==> config.mk <==
export PLATFORM = sky130hd
export DESIGN_NAME = mgs_mul
export DESIGN_NICKNAME = d
export VERILOG_FILES = /design/src/hdl/assert_macros.svh /design/src/hdl/mgs_pkg.sv /design/src/hdl/mgs_mul.sv
export SDC_FILE = /design/constraint.sdc
export NUM_CORES = 2
export LEC_CHECK = 0
export ABC_AREA = 1
export CORE_ASPECT_RATIO = 0.6
export CORE_MARGIN = 2
export CORE_UTILIZATION = 62
export CTS_BUF_LIST = sky130_fd_sc_hd__clkbuf_8
export CTS_CLUSTER_SIZE = 14
export DETAILED_ROUTE_END_ITERATION = 10
export DONT_BUFFER_PORTS = 1
export PLACE_DENSITY_LB_ADDON = 0.2
export SLEW_MARGIN = 20
export SYNTH_ARGS = -nofsm -noshare
export SYNTH_HDL_FRONTEND = slang
export SYNTH_SLANG_ARGS = --single-unit
export TNS_END_PERCENT = 100
==> constraint.sdc <==
create_clock -name clk -period 6.4 [get_ports clk]
set_input_delay 0.32 -clock clk [delete_from_list [all_inputs] [get_ports clk]]
set_output_delay 0.32 -clock clk [all_outputs]
set_load 0.01 [all_outputs]
==> src/hdl/assert_macros.svh <==
// Assertion macros shared by the RTL of the metric Gram-Schmidt core.
// Depends on nothing; included by the files that carry assertions.
`ifndef ASSERT_MACROS_SVH
`define ASSERT_MACROS_SVH

// Antecedent implies consequent in the same cycle.
`define MGS_ASSERT_IMP(lbl, clk, rstn, ante, cons) \
  lbl: assert property (@(posedge clk) disable iff (!rstn) (ante) |-> (cons)) \
    else $error("assertion failed in metric Gram-Schmidt core");

// Antecedent implies consequent in the next cycle.
`define MGS_ASSERT_NXT(lbl, clk, rstn, ante, cons) \
  lbl: assert property (@(posedge clk) disable iff (!rstn) (ante) |=> (cons)) \
    else $error("assertion failed in metric Gram-Schmidt core");

`endif

==> src/hdl/mgs_pkg.sv <==
// Package of the metric Gram-Schmidt core: sizes, codes, types and helpers.
// Depends on nothing; used by every module of the block.
`default_nettype none
package mgs_pkg;

  localparam int MAX_ROWS  = 32;
  localparam int MAX_COLS  = 16;
  localparam int FRAC_BITS = 24;
  localparam int DW        = 32;
  localparam int RA_W      = $clog2(MAX_ROWS);
  localparam int CA_W      = $clog2(MAX_COLS);
  localparam int SA_W      = 2 * RA_W;
  localparam int XA_W      = RA_W + CA_W;
  localparam int PROD_W    = 2 * DW - FRAC_BITS;
  localparam int ACC_W     = 48;
  localparam int NUM_W     = DW + FRAC_BITS;
  localparam int ROOT_W    = NUM_W / 2;
  localparam int CNT_W     = $clog2(NUM_W);

  typedef enum logic [1:0] {
    ACT_WR_S = 2'd0,
    ACT_WR_X = 2'd1,
    ACT_RUN  = 2'd2,
    ACT_RD_X = 2'd3
  } action_t;

  localparam logic [1:0] STAT_OK  = 2'd0;
  localparam logic [1:0] STAT_SAT = 2'd1;
  localparam logic [1:0] STAT_BAD = 2'd2;

  localparam logic REG_SIZE = 1'b0;
  localparam logic REG_COLS = 1'b1;

  typedef struct packed {
    logic signed [DW-1:0] re;
    logic signed [DW-1:0] im;
  } cval_t;

  typedef struct packed {
    logic                 ovf;
    logic signed [DW-1:0] val;
  } sat_t;

  typedef enum logic [1:0] {
    ACC_S_RE,
    ACC_S_IM,
    ACC_A_RE,
    ACC_A_IM
  } acc_sel_t;

  typedef struct packed {
    logic     valid;
    acc_sel_t sel;
    logic     neg;
  } acc_ctl_t;

  typedef struct packed {
    logic start;
    logic is_sqrt;
  } rd_cmd_t;

  typedef enum logic [4:0] {
    ST_IDLE, ST_RD, ST_COL,
    ST_D_ROW, ST_D_RD, ST_D_MUL, ST_D_DRN, ST_D_SAT, ST_D_OUT, ST_D_DRN2, ST_D_FIN,
    ST_U_RDP, ST_U_RDC, ST_U_LD, ST_U_MUL, ST_U_DRN, ST_U_WR,
    ST_N_SQS, ST_N_SQW, ST_N_RD, ST_N_LD, ST_N_SRE, ST_N_WRE, ST_N_SIM, ST_N_WIM,
    ST_DONE
  } seq_state_t;

  localparam logic signed [ACC_W-1:0] ACC_MAX = ACC_W'(64'sh7FFF_FFFF);
  localparam logic signed [ACC_W-1:0] ACC_MIN = -ACC_W'(64'sh8000_0000);
  localparam logic [NUM_W-1:0] Q_NEG_LIM = NUM_W'(64'h8000_0000);
  localparam logic [NUM_W-1:0] Q_POS_LIM = NUM_W'(64'h7FFF_FFFF);

  function automatic sat_t sat_acc(input logic signed [ACC_W-1:0] v);
    sat_t s;
    s.ovf = 1'b0;
    s.val = v[DW-1:0];
    if (v > ACC_MAX) begin
      s.ovf = 1'b1;
      s.val = {1'b0, {(DW-1){1'b1}}};
    end else if (v < ACC_MIN) begin
      s.ovf = 1'b1;
      s.val = {1'b1, {(DW-1){1'b0}}};
    end
    return s;
  endfunction

  function automatic sat_t div_sat(input logic neg, input logic [NUM_W-1:0] q);
    sat_t s;
    s.ovf = 1'b0;
    if (neg) begin
      s.val = -q[DW-1:0];
      if (q > Q_NEG_LIM) begin
        s.ovf = 1'b1;
        s.val = {1'b1, {(DW-1){1'b0}}};
      end
    end else begin
      s.val = q[DW-1:0];
      if (q > Q_POS_LIM) begin
        s.ovf = 1'b1;
        s.val = {1'b0, {(DW-1){1'b1}}};
      end
    end
    return s;
  endfunction

endpackage
`default_nettype wire

==> src/hdl/mgs_mul.sv <==
// Shared fixed-point multiplier: registered full product, rounded half up.
// Depends on mgs_pkg.
`default_nettype none
module mgs_mul
  import mgs_pkg::*;
(
  input  wire logic                     clk,
  input  wire logic signed [DW-1:0]     a,
  input  wire logic signed [DW-1:0]     b,
  output logic signed [PROD_W-1:0]      prod
);

  logic signed [2*DW-1:0] p_r;
  logic signed [2*DW-1:0] p_rnd;

  always_ff @(posedge clk) begin
    p_r <= a * b;
  end

  assign p_rnd = p_r + (2*DW)'(64'sd1 <<< (FRAC_BITS - 1));
  assign prod  = PROD_W'(p_rnd >>> FRAC_BITS);

endmodule
`default_nettype wire

==> key figures <==
Status
  – Outcome: finished, final reports clean

Critical path
  – Critical Path Source Type: primary input
  – CP max FO: 32
  – Crit path max-delay family: adder cells
  – Slowest CP cell: fa_1
  – CP required: 6.60 ns
  – Largest stage delay, worst path: 0.61 ns
  – Setup CP Type: primary input to register
  – CP Data Arrival Time: 6.56 ns
  – Crit end category: register
  – CP Buf/Inv Count: 9
  – CP Launch Point: a[31]
  – Most Frequent Cell on Critical Path: fa_1

Die
  – Die width: about 330 um
  – Row count: 72
  – Die Area: 0.0667 mm^2
  – Core Box Area: 0.0641 mm^2
  – IO Count: 105
  – Starting Density: between 60% and 70%
  – Die height: ~200 um

GRT
  – Grt total ovfl: 0
  – Initial antenna violation count: 0
  – Global-route wire length before repair: 194000 um
  – GRT Util Overall: approximately two fifths
  – Vias in the first global route: 33900
  – Largest net degree at the start of global routing: 33

STA
  – Hold Fails Final Rpt: 0
  – Final period utilization: about 99%
  – Max-slew headroom: 66.5%
  – Final count of pins violating max slew: 0
  – Final Worst Setup Slack: 0.0348 ns
  – Endpoints failing setup: 0
  – Least-Margin Pin Slew: 0.498 ns
  – Crit path time final: 6.37 ns
  – RSZ-0062 raised after global routing: true
  – F_max: 0.157 GHz

Clocking
  – H-Tree Depth: 2
  – Num Clock Sinks: 41
  – CTS Buf Count: 5
  – Max Buffers Root-to-Sink: 2
  – CTS tree: yes
  – CTS root buffer: clkbuf_8
  – Worst-path clk slew: 0.09 ns

Layout
  – Largest Register: p_r
  – Multi-input logic area: about 0.033 mm^2
  – Layout cells sized above 1: between 10% and 20%
  – Area grow syn2layout: 8.52%
  – Reg area: 821 um^2
  – Commonest non-fill, non-tap cell in the layout: inv_1
  – Most frequent cells in the layout: inv_1 (1659), nand2_1 (1335), fa_1 (1052)
  – # diodes: 0
  – Top flop regs: p_r x41
  – Fillers: 5410
  – Max reg flops: between 40 and 50
  – Fin nets: 6471

Yosys
  – Mapped Avg Cell Area: 7.83 um^2
  – Post-synthesis register bit count: 41
  – Cell variety after synth: 36
  – Synth Flop Type: dfxtp_1
  – Post-Syn Area: about 0.040 mm^2
  – Seq/Total Area, Yosys: 2.05%
  – FFs w/ async S/R, synth: 0%
  – Top cell type's share of synthesized area: between 50 and 60%
  – Syn nets: 6442
  – Biggest area consumer among synthesized cells: fa_1
  – Cells after Synth: 5115
  – Post-synth EDFFs: 0
  – Synth top area cells: fa_1 (54%), inv_1 (16%), nand2_1 (13%)
  – Yosys warning count: 0

Routing
  – Vias: about 32000
  – DRT Pass-1 Iters: 8
  – Routed wire length: 122000 um
  – Final ANT Viol Nets: 0
  – Via-to-Cell Ratio: ~5.3
  – Number of remaining DRC errors: 0
  – DR WL/cell: 20.4 um
  – DR iter-0 viols: 3135

Placement
  – Final GP Congestion: 1.03
  – Post-DP HPWL: 101000 um
  – Dpl ws: -0.468 ns
  – PortBufs: 0

Run
  – Max Cap Viol: 0

Hold path
  – Hold path startpoint: b[0]
  – Min-Delay Path Class: primary input to register
==> worst paths after layout <==
path / depth (start not counted) / slack, ns / end
setup / recovery: 27 / 0.03 / p_r[53]
hold / removal: 9 / 0.73 / p_r[46]
==> stage by stage <==
step / cell area (um^2) / utilization, % / std cells / hold slack [ns] / setup TNS [ns]
after detailed placement: 42200 / 65.8 / 5973 / 0.745 / -9.76
final: 43500 / 67.8 / 5996 / 0.730 / 0
after global routing: 43500 / 67.8 / 5996 / 0.813 / -1.37
after floorplan: 40400 / - / 5115 / 0.713 / -4.27
after CTS: 42400 / 66.1 / 5981 / 0.718 / 0
after global placement: 42200 / 65.8 / 5973 / 0.745 / -7.94
==> per-layer routing <==
metal  vias up  GRT usage (%)  routed length, um
met5         -           5.04                465
met4        10           6.20               2150
met3       179           18.8              21300
met2      2032           51.4              47200
met1     15700           56.4              51000
li1      14100              -                  -
==> cells in the mapped netlist (2+ instances only) <==
master    instances
dfxtp_1          41
xor2_1           43
a21oi_1          81
nand2_1        1379
nand3_1          70
ha_1            181
nor3b_1           2
clkbuf_1        191
o21ai_0          51
nor4_4            2
o21a_1            3
nor3_1           21
nor2_1          167
nand3b_1          2
nor4_1           10
fa_1           1081
or2_2             7
nor2_4            9
nor4_2            2
nand2_2           5
nand2_4           2
nand3_4           2
nor3_2            2
inv_1          1689
a21o_1            3
xnor2_1          23
o21bai_1         11
nand3_2           3
nand4_1          25
==> cell families (layout without fill, tap and decap cells) <==
family	count (synthesis)	count (layout)	synth area share, %
xor+xnor	66	66	1.44
fa+ha+maj	1262	1262	59.7
flops	41	41	2.05
buf+inv	1881	1911	17.6
simple gates	1714	1714	17.2
compound gates	151	151	2.01
==> cell type report <==
| class | instances | area share [%] |
|---|---|---|
| Clock inverter | 2 | 0.0317 |
| Clock buffer | 6 | 0.190 |
| Multi-Input combinational cell | 3193 | 77.0 |
| Inverter | 1689 | 14.6 |
| Tap cell | 851 | 2.45 |
| Timing Repair Buffer | 214 | 3.89 |
| Sequential cell | 41 | 1.89 |
==> timing repair <==
action                                  in CTS  in global routing
endpoints found under the setup margin      18                 38
hold buffers                                 0                  0
resized for setup                           14                272
setup buffers                                0                 15
pin swaps                                    1                 60
Power is left out: the tool's default activity adds up to more than one toggle a clock period on the data nets, which glitch-free logic cannot reach.
